==> src/hdl/aqic_pkg.sv <==
// shared types, breakpoint tables and reciprocal constants for the composite air quality index
package aqic_pkg;

   // lanes, one per pollutant
   localparam int LANE_COUNT = 4;
   localparam logic [1:0] LANE_FINE = 2'd0;
   localparam logic [1:0] LANE_COARSE = 2'd1;
   localparam logic [1:0] LANE_CO2 = 2'd2;
   localparam logic [1:0] LANE_VOC = 2'd3;

   // field widths
   localparam int CONC_W = 16;
   localparam int VOC_W = 9;
   localparam int INDEX_W = 13;
   localparam int WEIGHT_W = 10;
   localparam int REG_IDX_W = 8;

   // register indexes
   localparam logic [REG_IDX_W-1:0] REG_WEIGHT_PM_FINE = 8'd0;
   localparam logic [REG_IDX_W-1:0] REG_WEIGHT_PM_COARSE = 8'd1;
   localparam logic [REG_IDX_W-1:0] REG_WEIGHT_CO2 = 8'd2;
   localparam logic [REG_IDX_W-1:0] REG_WEIGHT_VOC = 8'd3;

   localparam logic [WEIGHT_W-1:0] WEIGHT_PM_FINE_RST = 10'd500;
   localparam logic [WEIGHT_W-1:0] WEIGHT_PM_COARSE_RST = 10'd250;
   localparam logic [WEIGHT_W-1:0] WEIGHT_CO2_RST = 10'd150;
   localparam logic [WEIGHT_W-1:0] WEIGHT_VOC_RST = 10'd100;

   localparam logic [INDEX_W-1:0] INDEX_MAX = 13'd5000;

   // interpolation datapath
   localparam int OFF_W = 13;
   localparam int MUL_W = 10;
   localparam int PROD_W = 21;
   localparam int RECIP_W = 32;
   localparam int RECIP_SHIFT = 32;
   localparam int QPROD_W = PROD_W + RECIP_W;
   localparam logic [63:0] RECIP_NUM = 64'h1_0000_0000;

   // composite datapath
   localparam int WPROD_W = WEIGHT_W + INDEX_W;
   localparam int SUM_W = WPROD_W + 2;
   localparam int COMP_RECIP_W = 26;
   localparam int COMP_SHIFT = 35;
   localparam int COMP_PROD_W = SUM_W + COMP_RECIP_W;
   localparam int COMP_Q_W = COMP_PROD_W - COMP_SHIFT;
   localparam logic [COMP_RECIP_W-1:0] COMP_RECIP =
      26'((64'h8_0000_0000 + 64'd999) / 64'd1000);

   // breakpoint tables
   localparam int SEG_COUNT = 7;
   localparam int SEG_W = 3;

   localparam logic [INDEX_W-1:0] SEG_BASE [SEG_COUNT] =
      '{13'd0, 13'd510, 13'd1010, 13'd1510, 13'd2010, 13'd3010, 13'd4010};
   localparam logic [MUL_W-1:0] SEG_MUL [SEG_COUNT] =
      '{10'd500, 10'd490, 10'd490, 10'd490, 10'd990, 10'd990, 10'd990};

   localparam logic [OFF_W-1:0] FINE_MAX = 13'd5004;
   localparam logic [OFF_W-1:0] FINE_LO [SEG_COUNT] =
      '{13'd0, 13'd121, 13'd355, 13'd555, 13'd1505, 13'd2505, 13'd3505};
   localparam logic [OFF_W-1:0] FINE_HI [SEG_COUNT] =
      '{13'd120, 13'd354, 13'd554, 13'd1504, 13'd2504, 13'd3504, 13'd5004};
   localparam logic [RECIP_W-1:0] FINE_RECIP [SEG_COUNT] = '{
      32'((RECIP_NUM + 64'd119) / 64'd120),
      32'((RECIP_NUM + 64'd232) / 64'd233),
      32'((RECIP_NUM + 64'd198) / 64'd199),
      32'((RECIP_NUM + 64'd948) / 64'd949),
      32'((RECIP_NUM + 64'd998) / 64'd999),
      32'((RECIP_NUM + 64'd998) / 64'd999),
      32'((RECIP_NUM + 64'd1498) / 64'd1499)};

   localparam logic [OFF_W-1:0] COARSE_MAX = 13'd604;
   localparam logic [OFF_W-1:0] COARSE_LO [SEG_COUNT] =
      '{13'd0, 13'd55, 13'd155, 13'd255, 13'd355, 13'd425, 13'd505};
   localparam logic [OFF_W-1:0] COARSE_HI [SEG_COUNT] =
      '{13'd54, 13'd154, 13'd254, 13'd354, 13'd424, 13'd504, 13'd604};
   localparam logic [RECIP_W-1:0] COARSE_RECIP [SEG_COUNT] = '{
      32'((RECIP_NUM + 64'd53) / 64'd54),
      32'((RECIP_NUM + 64'd98) / 64'd99),
      32'((RECIP_NUM + 64'd98) / 64'd99),
      32'((RECIP_NUM + 64'd98) / 64'd99),
      32'((RECIP_NUM + 64'd68) / 64'd69),
      32'((RECIP_NUM + 64'd78) / 64'd79),
      32'((RECIP_NUM + 64'd98) / 64'd99)};

   // co2 ramp, 5000/4600 reduced to 25/23
   localparam logic [CONC_W-1:0] CO2_FLOOR = 16'd400;
   localparam logic [CONC_W-1:0] CO2_CEIL = 16'd5000;
   localparam logic [MUL_W-1:0] CO2_MUL = 10'd25;
   localparam logic [RECIP_W-1:0] CO2_RECIP = 32'((RECIP_NUM + 64'd22) / 64'd23);

   // voc pieces; the steep pieces divide by two exactly
   localparam logic [VOC_W-1:0] VOC_MIN = 9'd1;
   localparam logic [VOC_W-1:0] VOC_MAX = 9'd500;
   localparam logic [VOC_W-1:0] VOC_KNEE_A = 9'd100;
   localparam logic [VOC_W-1:0] VOC_KNEE_B = 9'd250;
   localparam logic [VOC_W-1:0] VOC_KNEE_C = 9'd400;
   localparam logic [INDEX_W-1:0] VOC_BASE_B = 13'd500;
   localparam logic [INDEX_W-1:0] VOC_BASE_C = 13'd1500;
   localparam logic [INDEX_W-1:0] VOC_BASE_D = 13'd3000;
   localparam logic [MUL_W-1:0] VOC_MUL_A = 10'd500;
   localparam logic [MUL_W-1:0] VOC_MUL_B = 10'd1000;
   localparam logic [MUL_W-1:0] VOC_MUL_C = 10'd20;
   localparam logic [MUL_W-1:0] VOC_MUL_D = 10'd40;
   localparam logic [RECIP_W-1:0] VOC_RECIP_A = 32'((RECIP_NUM + 64'd98) / 64'd99);
   localparam logic [RECIP_W-1:0] VOC_RECIP_B = 32'((RECIP_NUM + 64'd149) / 64'd150);
   localparam logic [RECIP_W-1:0] VOC_RECIP_HALF = 32'((RECIP_NUM + 64'd1) / 64'd2);

   typedef struct packed {
      logic [OFF_W-1:0] off;
      logic [INDEX_W-1:0] base;
      logic [MUL_W-1:0] mul;
      logic [RECIP_W-1:0] recip;
   } lane_type;

endpackage

==> src/hdl/aqic_blend.sv <==
// four-stage weighted composite: weight products, sum, divide by 1000, clamp
module aqic_blend (
   input  logic clock,
   input  logic reset,
   input  logic in_valid,
   output logic in_ready,
   input  logic [aqic_pkg::LANE_COUNT-1:0][aqic_pkg::INDEX_W-1:0] sub_index,
   input  logic [aqic_pkg::LANE_COUNT-1:0][aqic_pkg::WEIGHT_W-1:0] weight,
   output logic out_valid,
   input  logic out_ready,
   output logic [aqic_pkg::LANE_COUNT-1:0][aqic_pkg::INDEX_W-1:0] index_lane,
   output logic [aqic_pkg::INDEX_W-1:0] index_composite
);

   localparam int STAGES = 4;

   logic [STAGES-1:0] vld_ff;
   logic [STAGES-1:0] vld_in;
   logic [STAGES-1:0] adv;

   logic [aqic_pkg::LANE_COUNT-1:0][aqic_pkg::WPROD_W-1:0] wprod_ff, wprod_in;
   logic [aqic_pkg::SUM_W-1:0] sum_ff, sum_in;
   logic [aqic_pkg::COMP_Q_W-1:0] quot_ff, quot_in;
   logic [aqic_pkg::INDEX_W-1:0] comp_ff, comp_in;
   logic [aqic_pkg::COMP_PROD_W-1:0] cprod;

   // sub-indices ride alongside the composite
   logic [STAGES-1:0][aqic_pkg::LANE_COUNT-1:0][aqic_pkg::INDEX_W-1:0] lane_ff;

   assign adv[3] = !vld_ff[3] || out_ready;
   assign adv[2] = !vld_ff[2] || adv[3];
   assign adv[1] = !vld_ff[1] || adv[2];
   assign adv[0] = !vld_ff[0] || adv[1];
   assign in_ready = adv[0];
   assign out_valid = vld_ff[3];
   assign index_lane = lane_ff[3];
   assign index_composite = comp_ff;

   assign vld_in[0] = adv[0] ? in_valid : vld_ff[0];
   assign vld_in[1] = adv[1] ? vld_ff[0] : vld_ff[1];
   assign vld_in[2] = adv[2] ? vld_ff[1] : vld_ff[2];
   assign vld_in[3] = adv[3] ? vld_ff[2] : vld_ff[3];

   always_comb begin
      for (int k = 0; k < aqic_pkg::LANE_COUNT; k++) begin
         wprod_in[k] = weight[k] * sub_index[k];
      end
      sum_in = aqic_pkg::SUM_W'(wprod_ff[0]) + aqic_pkg::SUM_W'(wprod_ff[1])
             + aqic_pkg::SUM_W'(wprod_ff[2]) + aqic_pkg::SUM_W'(wprod_ff[3]);
      // exact floor division by 1000
      cprod = sum_ff * aqic_pkg::COMP_RECIP;
      quot_in = cprod[aqic_pkg::COMP_PROD_W-1:aqic_pkg::COMP_SHIFT];
      comp_in = (quot_ff > aqic_pkg::COMP_Q_W'(aqic_pkg::INDEX_MAX)) ?
                aqic_pkg::INDEX_MAX : quot_ff[aqic_pkg::INDEX_W-1:0];
   end

   always_ff @(posedge clock) begin
      if (reset) begin
         vld_ff <= '0;
      end else begin
         vld_ff <= vld_in;
      end
   end

   always_ff @(posedge clock) begin
      if (adv[0]) begin
         wprod_ff <= wprod_in;
         lane_ff[0] <= sub_index;
      end
      if (adv[1]) begin
         sum_ff <= sum_in;
         lane_ff[1] <= lane_ff[0];
      end
      if (adv[2]) begin
         quot_ff <= quot_in;
         lane_ff[2] <= lane_ff[1];
      end
      if (adv[3]) begin
         comp_ff <= comp_in;
         lane_ff[3] <= lane_ff[2];
      end
   end

endmodule

==> config.mk <==
export PLATFORM = sky130hd
export DESIGN_NAME = aqic_blend
export DESIGN_NICKNAME = d
export VERILOG_FILES = /design/src/hdl/aqic_pkg.sv /design/src/hdl/aqic_blend.sv
export SDC_FILE = /design/constraint.sdc
export NUM_CORES = 2
export LEC_CHECK = 0
export BUFFER_PORTS_ARGS = -buffer_cell sky130_fd_sc_hd__buf_2
export CAP_MARGIN = 20
export CORE_ASPECT_RATIO = 1.5
export CORE_MARGIN = 5
export CORE_UTILIZATION = 60
export CTS_CLUSTER_SIZE = 14
export DETAILED_ROUTE_END_ITERATION = 8
export GPL_TIMING_DRIVEN = 0
export HOLD_SLACK_MARGIN = 0.05
export PLACE_DENSITY = 0.78
export SLEW_MARGIN = 20
export SYNTH_ARGS = -nofsm -noshare
export SYNTH_HDL_FRONTEND = slang
export SYNTH_SLANG_ARGS = --single-unit
export TNS_END_PERCENT = 30
==> constraint.sdc <==
create_clock -name clock -period 20.3 [get_ports clock]
set_input_delay 1.015 -clock clock [delete_from_list [all_inputs] [get_ports clock]]
set_output_delay 1.015 -clock clock [all_outputs]
set_load 0.02 [all_outputs]
==> flow_summary_export.csv <==
group,metric,value,unit
run_status,status,"complete, no violations",
timing,timing.fmax,138,MHz
finish,multiInputGateArea,25100,um2
clock_network,cts_sinks,358,
floorplanning,fp.dieH,323,um
timing,slew_viol_final,0,
placement,dp_hpwl,70700,um
job,drv_cap,0,
worst_setup_path,worstPathArrival,7.58,ns
global_route,grt_use_met2,0.481,
global_route,grtUsageMet1,0.274,
clock_network,clk_latency,0.57,ns
synth,netlist_instances,3505,
synth,async_reset_ff_frac,0,
global_route,grt_pass1_wl,140000,um
timing,fin_setup_tns,0,ns
finish,nets,4910,
synth,ys_seq_area_frac,0.273,
drt,antenna_left,0,
synth,yosysWarnings,0,
floorplanning,rows,114,
drt,vias,24900,
global_route,grt-ovfl-total,0,
finish,drive_gt1_frac,0.0797,
clock_network,root_buffer,"clkbuf_16",
clock_network,cts_tree,"yes",
drt,post_drt_wl_per_cell,18.4,um
clock_network,cts_resized,0,
floorplanning,fp.dieW,219,um
global_route,top_usage_layer,"met2",
worst_setup_path,endpoint_kind,"register",
worst_setup_path,critical_path_class,"register to register",
timing,rsz0062_at_grt,"no",
clock_network,worst_setup_hold_path_clk_slew,0.06,ns
worst_setup_path,cpMostUsedCell,"fa_1",
timing,worst_slew_pin_slew,1.08,ns
worst_setup_path,crit_path_max_fanout,8,
timing,max_slew_margin,0.270,
clock_network,cts-htree-levels,2,
global_route,gr-usage-met3,0.0309,
drt,avgViaCountPerCell,5.41,
timing,period_needed,7.25,ns
floorplanning,core,64600,um2
global_route,antenna_found_initial,2,
timing,finalHoldViolCount,0,
worst_setup_path,max_stage_delay,0.72,ns
synth,synth.distinct_cells,67,
global_route,grt_max_degree,56,
synth,syn_avg_cell_area,11.2,um2
synth,synth_nets,4703,
synth,synth_edf_count,354,
finish,area.growth.synth_to_final,8.20,%
drt,routed_wl,84700,um
drt,firstDrtPassIters,7,
worst_setup_path,cp_data_required_time,20.63,ns
finish,register_area,10700,um2
worst_setup_path,crit_slowest_cell,"edfxtp_1",
placement,gp_congestion,0.946,
drt,remaining_drc_errors,0,
timing,finalClockSkew,0.0300,ns
timing,post-route-period-util,0.357,
worst_setup_path,worstPathCellList,"ha_1 > inv_1 > fa_1 > inv_1 > fa_1 > fa_1 > fa_1 > fa_1 > inv_1 > fa_1 > inv_1 > ha_1 > and4_1 > nor4b_1 > nand3_1 > nand4_1 > a2111o_1 > a31o_4 > a221oi_4 > o311ai_1 > a21o_1",
global_route,grt_usage,0.253,
global_route,grt_pass1_vias,27700,
finish,fillers,4927,
floorplanning,initial_core_util,0.607,
synth,synth_area,39200,um2
clock_network,clock_path_buffers,3,
timing,finalSetupViolations,0,
synth,ys_ff_latch,358,
clock_network,post_cts_buffers,0,
clock_network,cts_buffers,37,
placement,io_buffers,162,
worst_setup_path,start_kind,"register",
floorplanning,die_area,70700,um2
floorplanning,io_pins,163,
synth,ys.flop_type,"edfxtp_1",
hold_path,hold_class,"register to register",
drt,first_iter_violations,1236,
clock_network,cts_hold_buf,0,
## synthesized netlist by cell type, drive strengths merged, types with 3 or more instances
cell type,count,share of area
xor2,25,0.0056
o21a,12,0.0023
a21o,39,0.0075
ha,508,0.16
a41oi,4,0.00089
a21oi,90,0.011
o31ai,6,0.0011
nor2b,9,0.0014
buf,53,0.010
nor2,63,0.0060
a211oi,7,0.0013
nand2b,15,0.0024
nor3,27,0.0034
xnor2,85,0.019
o21bai,17,0.0033
or2,8,0.0013
o22ai,3,0.00048
and2,258,0.041
a31o,4,0.0011
or3,9,0.0014
a211o,5,0.0011
inv,729,0.070
a31oi,9,0.0014
fa,594,0.30
o21ai,43,0.0055
nand3,24,0.0031
nand2,320,0.031
nand4,12,0.0019
o2111ai,3,0.00067
o31a,4,0.00089
clkbuf,86,0.0082
a2111oi,11,0.0027
and3,12,0.0019
dfxtp,4,0.0020
o211ai,12,0.0023
o41ai,5,0.0013
nor4,5,0.00080
o211a,3,0.00077
edfxtp,354,0.27
## sequential cells by signal, summed over array words and instances (netlist names)
signal	count
index_lane	52
lane_ff	156
quot_ff	16
index_composite	13
vld_ff	4
sum_ff	25
wprod_ff	92
## per-stage QoR
stage                     setup slack (ns)  area, um2   util  hold slack [ns]  std cells
final                                13.05      42400  0.656            0.409       4609
after floorplan                      13.91      39200      -            0.400       3505
after detailed placement             13.08      41300  0.639            0.405       4543
after global routing                 12.88      42400  0.656            0.416       4609
after CTS                            13.06      42400  0.656            0.410       4608
after global placement               12.68      41100  0.636            0.400       4537
## routing by layer
metal | vias to the layer above | wire [um] | share of wire
li1 | 11500 | - | -
met1 | 12600 | 29700 | 0.35
met2 | 590 | 47200 | 0.56
met3 | 249 | 2820 | 0.033
met4 | 2 | 5020 | 0.059
met5 | - | 13 | 0.00015
## layout by cell type (no fill, tap or decap), types with 5 or more instances in the layout
master | Yosys | routed
nand2_1 | 320 | 318
nor2_1 | 63 | 63
and2_1 | 258 | 258
nand4_1 | 12 | 12
nor4_1 | 5 | 5
nor2b_1 | 9 | 9
or2_2 | 8 | 8
clkinv_2 | 0 | 6
clkbuf_1 | 86 | 93
edfxtp_1 | 354 | 354
and3_1 | 12 | 12
clkinvlp_4 | 0 | 5
a2111oi_0 | 8 | 8
a21oi_1 | 90 | 90
buf_16 | 0 | 5
inv_1 | 729 | 727
o21bai_1 | 17 | 17
o21a_1 | 12 | 12
clkbuf_16 | 0 | 38
nand2b_1 | 15 | 15
o31ai_1 | 6 | 6
o211ai_1 | 12 | 12
a31oi_1 | 9 | 9
a21o_1 | 39 | 39
nand3_1 | 24 | 24
buf_4 | 52 | 52
ha_1 | 508 | 508
a211oi_1 | 7 | 7
fa_1 | 594 | 594
xnor2_1 | 85 | 85
a211o_1 | 5 | 5
or3_1 | 9 | 9
xor2_1 | 25 | 25
o21ai_0 | 41 | 41
nor3_1 | 27 | 27
buf_2 | 0 | 162
## critical path, delay by kind of cell (launching register included)
kind            cells  cell delay, ns
flops               1            0.72
fa+ha+maj           8            3.86
buf+inv             4            0.28
simple gates        4            0.64
compound gates      5            1.50
## final cells by class
class	count	area share
clock buffer	47	0.0237
multi-input combinational	2279	0.591
antenna	1	0.0000590
tap	870	0.0257
buffer	139	0.0169
clock inverter	18	0.00310
sequential	358	0.252
timing repair buffer	168	0.0228
inverter	729	0.0646
## logic make-up (layout without fill, tap and decap cells)
kind of cell,after synthesis,in the layout,synth area share
fa+ha+maj,1102,1102,0.465
buf+inv,868,1101,0.0881
other cells,0,1,0
compound gates,295,295,0.0510
xor+xnor,110,110,0.0246
flops,358,358,0.273
simple gates,772,772,0.0977
## worst paths after layout
kind,start,end,slack [ns],depth (start not counted)
max,sum_ff[13]$_DFFE_PP_,quot_ff[15]$_DFFE_PP_,13.05,21
min,lane_ff[5]$_DFFE_PP_,lane_ff[57]$_DFFE_PP_,0.41,0
max reg2reg,sum_ff[13]$_DFFE_PP_,quot_ff[15]$_DFFE_PP_,13.05,21
min reg2reg,lane_ff[5]$_DFFE_PP_,lane_ff[57]$_DFFE_PP_,0.41,0
Power is left out: the tool's default activity adds up to more than one toggle a clock period on the data nets, which glitch-free logic cannot reach.
