[src/hdl/aqic_pkg.sv]
// shared types, breakpoint tables and reciprocal constants for the composite air quality index
package aqic_pkg;

   // lanes, one per pollutant
   localparam int LANE_COUNT = 4;
   localparam logic [1:0] LANE_FINE = 2'd0;
   localparam logic [1:0] LANE_COARSE = 2'd1;
   localparam logic [1:0] LANE_CO2 = 2'd2;
   localparam logic [1:0] LANE_VOC = 2'd3;

   // field widths
   localparam int CONC_W = 16;
   localparam int VOC_W = 9;
   localparam int INDEX_W = 13;
   localparam int WEIGHT_W = 10;
   localparam int REG_IDX_W = 8;

   // register indexes
   localparam logic [REG_IDX_W-1:0] REG_WEIGHT_PM_FINE = 8'd0;
   localparam logic [REG_IDX_W-1:0] REG_WEIGHT_PM_COARSE = 8'd1;
   localparam logic [REG_IDX_W-1:0] REG_WEIGHT_CO2 = 8'd2;
   localparam logic [REG_IDX_W-1:0] REG_WEIGHT_VOC = 8'd3;

   localparam logic [WEIGHT_W-1:0] WEIGHT_PM_FINE_RST = 10'd500;
   localparam logic [WEIGHT_W-1:0] WEIGHT_PM_COARSE_RST = 10'd250;
   localparam logic [WEIGHT_W-1:0] WEIGHT_CO2_RST = 10'd150;
   localparam logic [WEIGHT_W-1:0] WEIGHT_VOC_RST = 10'd100;

   localparam logic [INDEX_W-1:0] INDEX_MAX = 13'd5000;

   // interpolation datapath
   localparam int OFF_W = 13;
   localparam int MUL_W = 10;
   localparam int PROD_W = 21;
   localparam int RECIP_W = 32;
   localparam int RECIP_SHIFT = 32;
   localparam int QPROD_W = PROD_W + RECIP_W;
   localparam logic [63:0] RECIP_NUM = 64'h1_0000_0000;

   // composite datapath
   localparam int WPROD_W = WEIGHT_W + INDEX_W;
   localparam int SUM_W = WPROD_W + 2;
   localparam int COMP_RECIP_W = 26;
   localparam int COMP_SHIFT = 35;
   localparam int COMP_PROD_W = SUM_W + COMP_RECIP_W;
   localparam int COMP_Q_W = COMP_PROD_W - COMP_SHIFT;
   localparam logic [COMP_RECIP_W-1:0] COMP_RECIP =
      26'((64'h8_0000_0000 + 64'd999) / 64'd1000);

   // breakpoint tables
   localparam int SEG_COUNT = 7;
   localparam int SEG_W = 3;

   localparam logic [INDEX_W-1:0] SEG_BASE [SEG_COUNT] =
      '{13'd0, 13'd510, 13'd1010, 13'd1510, 13'd2010, 13'd3010, 13'd4010};
   localparam logic [MUL_W-1:0] SEG_MUL [SEG_COUNT] =
      '{10'd500, 10'd490, 10'd490, 10'd490, 10'd990, 10'd990, 10'd990};

   localparam logic [OFF_W-1:0] FINE_MAX = 13'd5004;
   localparam logic [OFF_W-1:0] FINE_LO [SEG_COUNT] =
      '{13'd0, 13'd121, 13'd355, 13'd555, 13'd1505, 13'd2505, 13'd3505};
   localparam logic [OFF_W-1:0] FINE_HI [SEG_COUNT] =
      '{13'd120, 13'd354, 13'd554, 13'd1504, 13'd2504, 13'd3504, 13'd5004};
   localparam logic [RECIP_W-1:0] FINE_RECIP [SEG_COUNT] = '{
      32'((RECIP_NUM + 64'd119) / 64'd120),
      32'((RECIP_NUM + 64'd232) / 64'd233),
      32'((RECIP_NUM + 64'd198) / 64'd199),
      32'((RECIP_NUM + 64'd948) / 64'd949),
      32'((RECIP_NUM + 64'd998) / 64'd999),
      32'((RECIP_NUM + 64'd998) / 64'd999),
      32'((RECIP_NUM + 64'd1498) / 64'd1499)};

   localparam logic [OFF_W-1:0] COARSE_MAX = 13'd604;
   localparam logic [OFF_W-1:0] COARSE_LO [SEG_COUNT] =
      '{13'd0, 13'd55, 13'd155, 13'd255, 13'd355, 13'd425, 13'd505};
   localparam logic [OFF_W-1:0] COARSE_HI [SEG_COUNT] =
      '{13'd54, 13'd154, 13'd254, 13'd354, 13'd424, 13'd504, 13'd604};
   localparam logic [RECIP_W-1:0] COARSE_RECIP [SEG_COUNT] = '{
      32'((RECIP_NUM + 64'd53) / 64'd54),
      32'((RECIP_NUM + 64'd98) / 64'd99),
      32'((RECIP_NUM + 64'd98) / 64'd99),
      32'((RECIP_NUM + 64'd98) / 64'd99),
      32'((RECIP_NUM + 64'd68) / 64'd69),
      32'((RECIP_NUM + 64'd78) / 64'd79),
      32'((RECIP_NUM + 64'd98) / 64'd99)};

   // co2 ramp, 5000/4600 reduced to 25/23
   localparam logic [CONC_W-1:0] CO2_FLOOR = 16'd400;
   localparam logic [CONC_W-1:0] CO2_CEIL = 16'd5000;
   localparam logic [MUL_W-1:0] CO2_MUL = 10'd25;
   localparam logic [RECIP_W-1:0] CO2_RECIP = 32'((RECIP_NUM + 64'd22) / 64'd23);

   // voc pieces; the steep pieces divide by two exactly
   localparam logic [VOC_W-1:0] VOC_MIN = 9'd1;
   localparam logic [VOC_W-1:0] VOC_MAX = 9'd500;
   localparam logic [VOC_W-1:0] VOC_KNEE_A = 9'd100;
   localparam logic [VOC_W-1:0] VOC_KNEE_B = 9'd250;
   localparam logic [VOC_W-1:0] VOC_KNEE_C = 9'd400;
   localparam logic [INDEX_W-1:0] VOC_BASE_B = 13'd500;
   localparam logic [INDEX_W-1:0] VOC_BASE_C = 13'd1500;
   localparam logic [INDEX_W-1:0] VOC_BASE_D = 13'd3000;
   localparam logic [MUL_W-1:0] VOC_MUL_A = 10'd500;
   localparam logic [MUL_W-1:0] VOC_MUL_B = 10'd1000;
   localparam logic [MUL_W-1:0] VOC_MUL_C = 10'd20;
   localparam logic [MUL_W-1:0] VOC_MUL_D = 10'd40;
   localparam logic [RECIP_W-1:0] VOC_RECIP_A = 32'((RECIP_NUM + 64'd98) / 64'd99);
   localparam logic [RECIP_W-1:0] VOC_RECIP_B = 32'((RECIP_NUM + 64'd149) / 64'd150);
   localparam logic [RECIP_W-1:0] VOC_RECIP_HALF = 32'((RECIP_NUM + 64'd1) / 64'd2);

   typedef struct packed {
      logic [OFF_W-1:0] off;
      logic [INDEX_W-1:0] base;
      logic [MUL_W-1:0] mul;
      logic [RECIP_W-1:0] recip;
   } lane_type;

endpackage

[src/hdl/aqic_select.sv]
// first stage: input clamping, segment lookup and per-lane interpolation constants
module aqic_select (
   input  logic clock,
   input  logic reset,
   input  logic in_valid,
   output logic in_ready,
   input  logic [aqic_pkg::CONC_W-1:0] pm_fine_tenths,
   input  logic [aqic_pkg::CONC_W-1:0] pm_coarse_ugm3,
   input  logic [aqic_pkg::CONC_W-1:0] carbon_dioxide_ppm,
   input  logic [aqic_pkg::VOC_W-1:0] organic_vapour_level,
   output logic out_valid,
   input  logic out_ready,
   output aqic_pkg::lane_type [aqic_pkg::LANE_COUNT-1:0] lanes
);

   logic vld_ff;
   logic vld_in;
   logic adv;
   aqic_pkg::lane_type [aqic_pkg::LANE_COUNT-1:0] lanes_ff;
   aqic_pkg::lane_type [aqic_pkg::LANE_COUNT-1:0] lanes_in;

   logic [aqic_pkg::OFF_W-1:0] fine_c;
   logic [aqic_pkg::OFF_W-1:0] coarse_c;
   logic [aqic_pkg::CONC_W-1:0] co2_c;
   logic [aqic_pkg::VOC_W-1:0] voc_c;
   logic [aqic_pkg::SEG_W-1:0] fine_seg;
   logic [aqic_pkg::SEG_W-1:0] coarse_seg;

   assign adv = !vld_ff || out_ready;
   assign in_ready = adv;
   assign out_valid = vld_ff;
   assign lanes = lanes_ff;
   assign vld_in = adv ? in_valid : vld_ff;

   always_comb begin
      fine_c = (pm_fine_tenths > aqic_pkg::CONC_W'(aqic_pkg::FINE_MAX)) ?
               aqic_pkg::FINE_MAX : pm_fine_tenths[aqic_pkg::OFF_W-1:0];
      coarse_c = (pm_coarse_ugm3 > aqic_pkg::CONC_W'(aqic_pkg::COARSE_MAX)) ?
                 aqic_pkg::COARSE_MAX : pm_coarse_ugm3[aqic_pkg::OFF_W-1:0];

      // first segment whose upper bound holds the reading
      fine_seg = aqic_pkg::SEG_W'(aqic_pkg::SEG_COUNT - 1);
      coarse_seg = aqic_pkg::SEG_W'(aqic_pkg::SEG_COUNT - 1);
      for (int k = aqic_pkg::SEG_COUNT - 1; k >= 0; k--) begin
         if (fine_c <= aqic_pkg::FINE_HI[k]) begin
            fine_seg = aqic_pkg::SEG_W'(k);
         end
         if (coarse_c <= aqic_pkg::COARSE_HI[k]) begin
            coarse_seg = aqic_pkg::SEG_W'(k);
         end
      end

      lanes_in[aqic_pkg::LANE_FINE].off = fine_c - aqic_pkg::FINE_LO[fine_seg];
      lanes_in[aqic_pkg::LANE_FINE].base = aqic_pkg::SEG_BASE[fine_seg];
      lanes_in[aqic_pkg::LANE_FINE].mul = aqic_pkg::SEG_MUL[fine_seg];
      lanes_in[aqic_pkg::LANE_FINE].recip = aqic_pkg::FINE_RECIP[fine_seg];

      lanes_in[aqic_pkg::LANE_COARSE].off = coarse_c - aqic_pkg::COARSE_LO[coarse_seg];
      lanes_in[aqic_pkg::LANE_COARSE].base = aqic_pkg::SEG_BASE[coarse_seg];
      lanes_in[aqic_pkg::LANE_COARSE].mul = aqic_pkg::SEG_MUL[coarse_seg];
      lanes_in[aqic_pkg::LANE_COARSE].recip = aqic_pkg::COARSE_RECIP[coarse_seg];

      // co2 clamped to the ramp ends gives zero and full scale there
      if (carbon_dioxide_ppm <= aqic_pkg::CO2_FLOOR) begin
         co2_c = aqic_pkg::CO2_FLOOR;
      end else if (carbon_dioxide_ppm >= aqic_pkg::CO2_CEIL) begin
         co2_c = aqic_pkg::CO2_CEIL;
      end else begin
         co2_c = carbon_dioxide_ppm;
      end
      lanes_in[aqic_pkg::LANE_CO2].off = aqic_pkg::OFF_W'(co2_c - aqic_pkg::CO2_FLOOR);
      lanes_in[aqic_pkg::LANE_CO2].base = '0;
      lanes_in[aqic_pkg::LANE_CO2].mul = aqic_pkg::CO2_MUL;
      lanes_in[aqic_pkg::LANE_CO2].recip = aqic_pkg::CO2_RECIP;

      if (organic_vapour_level < aqic_pkg::VOC_MIN) begin
         voc_c = aqic_pkg::VOC_MIN;
      end else if (organic_vapour_level > aqic_pkg::VOC_MAX) begin
         voc_c = aqic_pkg::VOC_MAX;
      end else begin
         voc_c = organic_vapour_level;
      end
      priority if (voc_c <= aqic_pkg::VOC_KNEE_A) begin
         lanes_in[aqic_pkg::LANE_VOC].off = aqic_pkg::OFF_W'(voc_c - aqic_pkg::VOC_MIN);
         lanes_in[aqic_pkg::LANE_VOC].base = '0;
         lanes_in[aqic_pkg::LANE_VOC].mul = aqic_pkg::VOC_MUL_A;
         lanes_in[aqic_pkg::LANE_VOC].recip = aqic_pkg::VOC_RECIP_A;
      end else if (voc_c <= aqic_pkg::VOC_KNEE_B) begin
         lanes_in[aqic_pkg::LANE_VOC].off = aqic_pkg::OFF_W'(voc_c - aqic_pkg::VOC_KNEE_A);
         lanes_in[aqic_pkg::LANE_VOC].base = aqic_pkg::VOC_BASE_B;
         lanes_in[aqic_pkg::LANE_VOC].mul = aqic_pkg::VOC_MUL_B;
         lanes_in[aqic_pkg::LANE_VOC].recip = aqic_pkg::VOC_RECIP_B;
      end else if (voc_c <= aqic_pkg::VOC_KNEE_C) begin
         lanes_in[aqic_pkg::LANE_VOC].off = aqic_pkg::OFF_W'(voc_c - aqic_pkg::VOC_KNEE_B);
         lanes_in[aqic_pkg::LANE_VOC].base = aqic_pkg::VOC_BASE_C;
         lanes_in[aqic_pkg::LANE_VOC].mul = aqic_pkg::VOC_MUL_C;
         lanes_in[aqic_pkg::LANE_VOC].recip = aqic_pkg::VOC_RECIP_HALF;
      end else begin
         lanes_in[aqic_pkg::LANE_VOC].off = aqic_pkg::OFF_W'(voc_c - aqic_pkg::VOC_KNEE_C);
         lanes_in[aqic_pkg::LANE_VOC].base = aqic_pkg::VOC_BASE_D;
         lanes_in[aqic_pkg::LANE_VOC].mul = aqic_pkg::VOC_MUL_D;
         lanes_in[aqic_pkg::LANE_VOC].recip = aqic_pkg::VOC_RECIP_HALF;
      end
   end

   always_ff @(posedge clock) begin
      if (reset) begin
         vld_ff <= 1'b0;
      end else begin
         vld_ff <= vld_in;
      end
   end

   always_ff @(posedge clock) begin
      if (adv) begin
         lanes_ff <= lanes_in;
      end
   end

endmodule

[config.mk]
export PLATFORM = sky130hd
export DESIGN_NAME = aqic_select
export DESIGN_NICKNAME = d
export VERILOG_FILES = /design/src/hdl/aqic_pkg.sv /design/src/hdl/aqic_select.sv
export SDC_FILE = /design/constraint.sdc
export NUM_CORES = 1
export LEC_CHECK = 0
export BUFFER_PORTS_ARGS = -buffer_cell sky130_fd_sc_hd__buf_4
export CAP_MARGIN = 0
export CORE_MARGIN = 4
export CORE_UTILIZATION = 49
export DETAILED_ROUTE_END_ITERATION = 6
export GPL_TIMING_DRIVEN = 0
export HOLD_SLACK_MARGIN = 0.02
export MAX_ROUTING_LAYER = met4
export PLACE_DENSITY = 0.83
export SLEW_MARGIN = 20
export SYNTH_ARGS = -nofsm -noshare
export SYNTH_HDL_FRONTEND = slang
export SYNTH_SLANG_ARGS = --single-unit
[constraint.sdc]
create_clock -name clock -period 5.2 [get_ports clock]
set_clock_uncertainty 0.05 [all_clocks]
set_input_delay 0.26 -clock clock [delete_from_list [all_inputs] [get_ports clock]]
set_output_delay 0.26 -clock clock [all_outputs]
set_load 0.005 [all_outputs]
==> results.tsv, run 1 <==
metric	value	unit
status	completed	
maximum VDD drop	150	uV
via count	6615	
post-route cell area	10600	um2
Synth Flop Type	edfxtp_1	
max-slew violation count	0	
relative slew slack	48.8	%
Initial DRC Count	545	
endpoints failing setup	0	
NetSw	0.558	mW
Tot GR Track Use	21.8	%
CTS tree	built	
# DRC	0	
CP arrival	4.84	ns
first-pass GRT wire length	31400	um
final net count	1237	
Max Fclk	0.208	GHz
sequential element share of the synthesized area	42.0	%
distinct cell type count after synthesis	88	
largest fanout on the critical path	10	
Synth top area share	41.7	%
Flop pwr share	49.0	%
RSZ-0062 raised after global routing	false	
clock slew at reported path FFs	0.08	ns
EDFF count, synth	111	
fillers	1259	
clk_lat worst skew	0.36	ns
final hold vios	0	
Vias/cell	4.90	
initial antenna violation count	0	
Post-Syn Area	7990	um2
Die X	136	um
Synth Warn #	0	
root buffer cell	clkbuf_16	
crit path time final	4.80	ns
Post-synth top cells	buf_4, edfxtp_1, nand2_1	
routability cong.	0.960	
vias in the first global route	6183	
Final ANT Viol Nets	0	
PD cells	205	nW/um2
Avg Cell Area, Syn	9.96	um2
WL/cell	15.2	um
CP startpoint kind	input port	
Synth area leaders	edfxtp_1, buf_4, ha_1	
layout cell share with drive strength beyond 1	39.2	%
final setup margin	0.400	ns
Yosys reg bits	112	
Comb pwr share	20.4	%
CORE AREA	15900	um2
buffers added on ports	215	
HPWL Detailed	16300	um
largest net degree at the start of global routing	58	
pre-CTS setup slack	0.00669	ns
Cells after Synth	802	
first-pass iteration count of the detailed router	5	
maximum clock path buffer count	2	
Pint	1.61	mW
Crit. End Element	flop	
Net Sw Frac	25.8	%
leakage	5.01	nW
die area	18400	um2
WP data required	5.24	ns
worst min path class	input port to flop	
dpl cell area	10300	um2
Post-CTS Setup Bufs	0	
height of the die	136	um
Congestion Overflow GR	0	
count leader, synth	buf_4	
Worst-Margin Slew	0.769	ns
async set-reset flop share out of synthesis	0	%
Rows	46	
Setup TNS Final	0	ns
Max Cap Viol	0	
drt total wl	20500	um
total CTS buffers	9	
total power	2.17	mW
CTS sink cnt	112	
fin crit share	92.3	%
Ant. Diodes	0	
Crit Path Class	input port to flop	
Top Ports	335	
Initial Util	50.1	%
Yosys top cell by area	edfxtp_1	
P&R area growth vs syn	32.4	%
H-tree depth	3	
clock network power share	30.7	%
-- flip-flops by register name, indices dropped and copies added (netlist names) --
register,count
lanes,111
out_valid,1
-- layer usage --
layer	global-route usage, %	routed length (um)	vias up
met3	2.93	1670	30
met4	6.83	359	0
met1	26.7	8080	3024
met2	37.6	10400	318
met5	-	0	-
li1	-	-	3243
-- worst max-delay path: stages --
cell      delay (ns)
buf_4           0.10
nor4_1          0.31
and3b_1         0.33
nand2_1         0.16
o31ai_1         0.26
a22o_1          0.18
clkinv_1        0.28
nand3_2         0.30
nand2_1         0.18
ha_1            0.36
nand2_1         0.28
o21ai_0         0.15
ha_1            0.29
nor2b_1         0.11
o21ai_0         0.10
a21boi_0        0.26
o21ai_0         0.16
and2_1          0.20
o21ai_0         0.39
o211ai_1        0.15
-- placed cells by master (no fill, tap or decap), types with 6 or more instances in the layout --
master,count
buf_4,380
edfxtp_1,111
conb_1,102
nand2_1,76
inv_1,44
nor2_1,43
ha_1,43
a21oi_1,28
o21ai_0,25
nor3_1,17
and2_1,16
nand3_1,14
nand2b_1,13
xnor2_1,13
buf_2,11
clkbuf_1,9
nor4_1,9
clkbuf_16,9
xor2_1,8
o21a_1,7
a21o_1,7
nor2b_1,7
nand4_1,6
a31o_2,6
o211ai_1,6
-- stage by stage --
step,cells,hold slack (ns),util (%)
2_1_floorplan,902,0.279,-
3_3_place_gp,1333,0.370,64.3
3_5_place_dp,1334,0.373,64.5
4_1_cts,1351,0.0819,66.3
5_1_grt,1351,0.0933,66.3
6_report,1351,0.0819,66.3
-- final timing paths --
| check | from | to | slack (ns) | depth (start not counted) |
|---|---|---|---|---|
| max reg2reg | out_valid | lanes[134] | 3.51 | 2 |
| min reg2reg | out_valid | out_valid | 1.05 | 2 |
| max | pm_coarse_ugm3[14] | lanes[132] | 0.40 | 20 |
| min | in_valid | out_valid | 0.08 | 3 |
-- area by class of cell --
cell class / count / area (um2) / share of cell area (%)
multi-input combinational: 552 / 3480 / 32.9
sequential: 112 / 3350 / 31.7
timing repair buffer: 217 / 1650 / 15.6
buffer: 192 / 1370 / 12.9
tap: 216 / 270 / 2.56
clock buffer: 9 / 225 / 2.13
inverter: 46 / 173 / 1.63
clock inverter: 7 / 53.8 / 0.509
-- logic make-up (layout without fill, tap and decap cells) --
logic type                 after synthesis  count (layout)  synth area share (%)
xor gates and xnor gates                21              21                  2.30
muxes                                    1               1                 0.125
buffers and inverters                  238             471                  19.3
adders and majority gates               46              46                  7.39
and+or+nand+nor                        234             234                  15.0
other                                    2             102                0.0940
AOI/OAI and AO/OA                      148             148                  13.8
DFF                                    112             112                  42.0
-- power groups by stage --
stage	logic [mW]	clock network [mW]	registers [mW]
2_1_floorplan	0.241	0	1.09
3_3_place_gp	0.424	0	1.09
3_5_place_dp	0.432	0	1.08
4_1_cts	0.435	0.672	1.06
5_1_grt	0.483	0.712	1.07
6_report	0.441	0.665	1.06
-- repair_timing --
item                                    4_1_cts  5_1_grt
endpoints found under the setup margin        0        4
gates resized for setup                       0        2
hold endpoints to repair                      1        0
hold buffers                                  1        0
Power figures use the tool's default switching activity.
==> run 2, diff against run 1 <==
Settings changed: REMOVE_ABC_BUFFERS set to 1.
==> results.tsv, run 2 (synthesis gave the netlist of run 1 again) <==
metric	value	unit	change
Top Ports	335		unchanged
maximum VDD drop	143	uV	-4.7%
Worst R2R End	lanes[59]		
CP startpoint kind	input port		
Worst-Margin Slew	0.885	ns	+0.116 ns
Rows	46		unchanged
HPWL Detailed	15500	um	-4.4%
Congestion Overflow GR	0		unchanged
first-pass iteration count of the detailed router	5		unchanged
max reg flops	111		unchanged
Crit. End Element	flop		
GR Layer Usage met3	2.71	%	-0.22 points
maximum clock path buffer count	2		unchanged
drt total wl	20300	um	-0.83%
Layout Utilization	59.1	%	-7.3 points
most common cell after layout, fill and taps aside	buf_4		
PD cells	223	nW/um2	+8.9%
total CTS buffers	9		unchanged
Die X	136	um	unchanged
Crit Path Class	input port to flop		
CTS sink cnt	112		unchanged
clock slew at reported path FFs	0.08	ns	about the same
P&R area growth vs syn	18.0	%	
fin crit share	94.1	%	+1.8 points
die area	18400	um2	unchanged
largest fanout on the critical path	12		+2
clk_lat worst skew	0.36	ns	about the same
layout cell share with drive strength beyond 1	29.9	%	-9.3 points
status	completed		
leakage	4.22	nW	-16%
routability cong.	0.914		-4.8%
Max Fclk	0.204	GHz	-1.9%
WP data required	5.26	ns	+0.02 ns
RSZ-0062 raised after global routing	true		
H-tree depth	3		unchanged
first-pass GRT wire length	30000	um	-4.4%
Tot GR Track Use	21.5	%	-0.33 points
Max Cap Viol	0		unchanged
Ant. Diodes	0		unchanged
GRT busiest layer	met2		
Setup TNS Final	0	ns	unchanged
max-slew violation count	0		unchanged
flop2flop setup slack	3.67	ns	+0.16 ns
CP Capture Point	lanes[67]		
CORE AREA	15900	um2	unchanged
height of the die	136	um	unchanged
most frequent cells in the layout	buf_4, edfxtp_1, conb_1		
crit path from	pm_fine_tenths[2]		
WL/cell	17.2	um	+14%
CP arrival	4.96	ns	+0.12 ns
Vias/cell	5.19		+6.1%
CTS tree	built		
root buffer cell	clkbuf_16		
R2R Path Start	out_valid		
Initial DRC Count	443		-19%
buffers added on ports	232		+7.9%
Register-to-Register Path Depth	3		+1
Final ANT Viol Nets	0		unchanged
via count	6129		-7.3%
final net count	1066		-14%
met2 usage in global routing	36.8	%	-0.75 points
initial antenna violation count	0		unchanged
worst min path class	input port to flop		
final hold vios	0		unchanged
largest net degree at the start of global routing	55		-5.2%
endpoints failing setup	0		unchanged
# DRC	0		unchanged
Initial Util	50.1	%	unchanged
crit path time final	4.90	ns	+0.0950 ns
fillers	1337		+6.2%
vias in the first global route	5727		-7.4%
met1 usage	25.6	%	-1.2 points
relative slew slack	40.7	%	-8.1 points
[run 2: cell count changes in the layout (fill, tap and decap cells not counted), sizes merged]
cell      previous run  this run
buf                395       237
clkbuf              22         9
clkinv               4         3
clkinvlp             1         2
[run 2: per-layer routing]
| layer | vias up | routed length, um |
|---|---|---|
| met5 | - | 0 |
| met4 | 0 | 597 |
| met3 | 35 | 1660 |
| met2 | 324 | 10100 |
| met1 | 2873 | 8010 |
| li1 | 2897 | - |
[run 2: what timing repair did]
action | 4_1_cts | 5_1_grt
hold endpoints to repair | 1 | 0
hold buffers | 1 | 0
pin swaps | 0 | 1
gates resized for setup | 2 | 7
gates cloned | 0 | 0
endpoints found under the setup margin | 4 | 8
buffers inserted | 0 | 3
[run 2: power by group]
| part | leakage, nW | switching, mW | internal [mW] |
|---|---|---|---|
| logic | 2.99 | 0.190 | 0.166 |
| clock network | 0.140 | 0.350 | 0.336 |
| registers | 1.10 | 0.0191 | 1.04 |
[run 2: final cells by class]
type	count	area [um2]	share of cell area (%)
repair buffers	238	1830	19.4
flip-flops and latches	112	3350	35.6
clock buffers	9	225	2.39
clock inverters	7	63.8	0.677
inverters	46	176	1.87
multi-input cells	552	3500	37.2
well taps	216	270	2.87
[run 2: through the flow]
step / std cells / power, mW / area [um2] / worst slack [ns] / hold slack, ns
3_3_place_gp: 1158 / 1.43 / 9010 / -0.395 / 0.365
6_report: 1180 / 2.10 / 9420 / 0.305 / 0.123
4_1_cts: 1177 / 2.11 / 9370 / 0.131 / 0.124
2_1_floorplan: 710 / 1.22 / 7000 / 0.959 / 0.279
3_5_place_dp: 1160 / 1.43 / 9070 / -0.518 / 0.368
5_1_grt: 1180 / 2.18 / 9420 / -0.0117 / 0.150
[run 2: worst min path at each step]
stage           endpoint  slack, ns     start  depth (start not counted)
5_1_grt        out_valid       0.15  in_valid                          3
2_1_floorplan  out_valid       0.28     reset                          1
3_5_place_dp   out_valid       0.37     reset                          2
4_1_cts        out_valid       0.12  in_valid                          3
6_report       out_valid       0.12  in_valid                          3
3_3_place_gp   out_valid       0.36     reset                          2
[run 2: worst max-delay path, stage by stage]
cell and delay [ns]:
buf_4 0.16, nor4bb_1 0.36, nand3_1 0.19, o22ai_4 0.32
nand2b_1 0.20, a31o_2 0.31, o31ai_4 0.49, a21boi_0 0.25
ha_2 0.33, o21ai_0 0.27, nor2b_1 0.08, ha_1 0.35
a21oi_1 0.32, nand4_1 0.19, o2111ai_1 0.22, nand3_1 0.12
a21oi_1 0.24, o21ai_0 0.15, xnor2_1 0.15
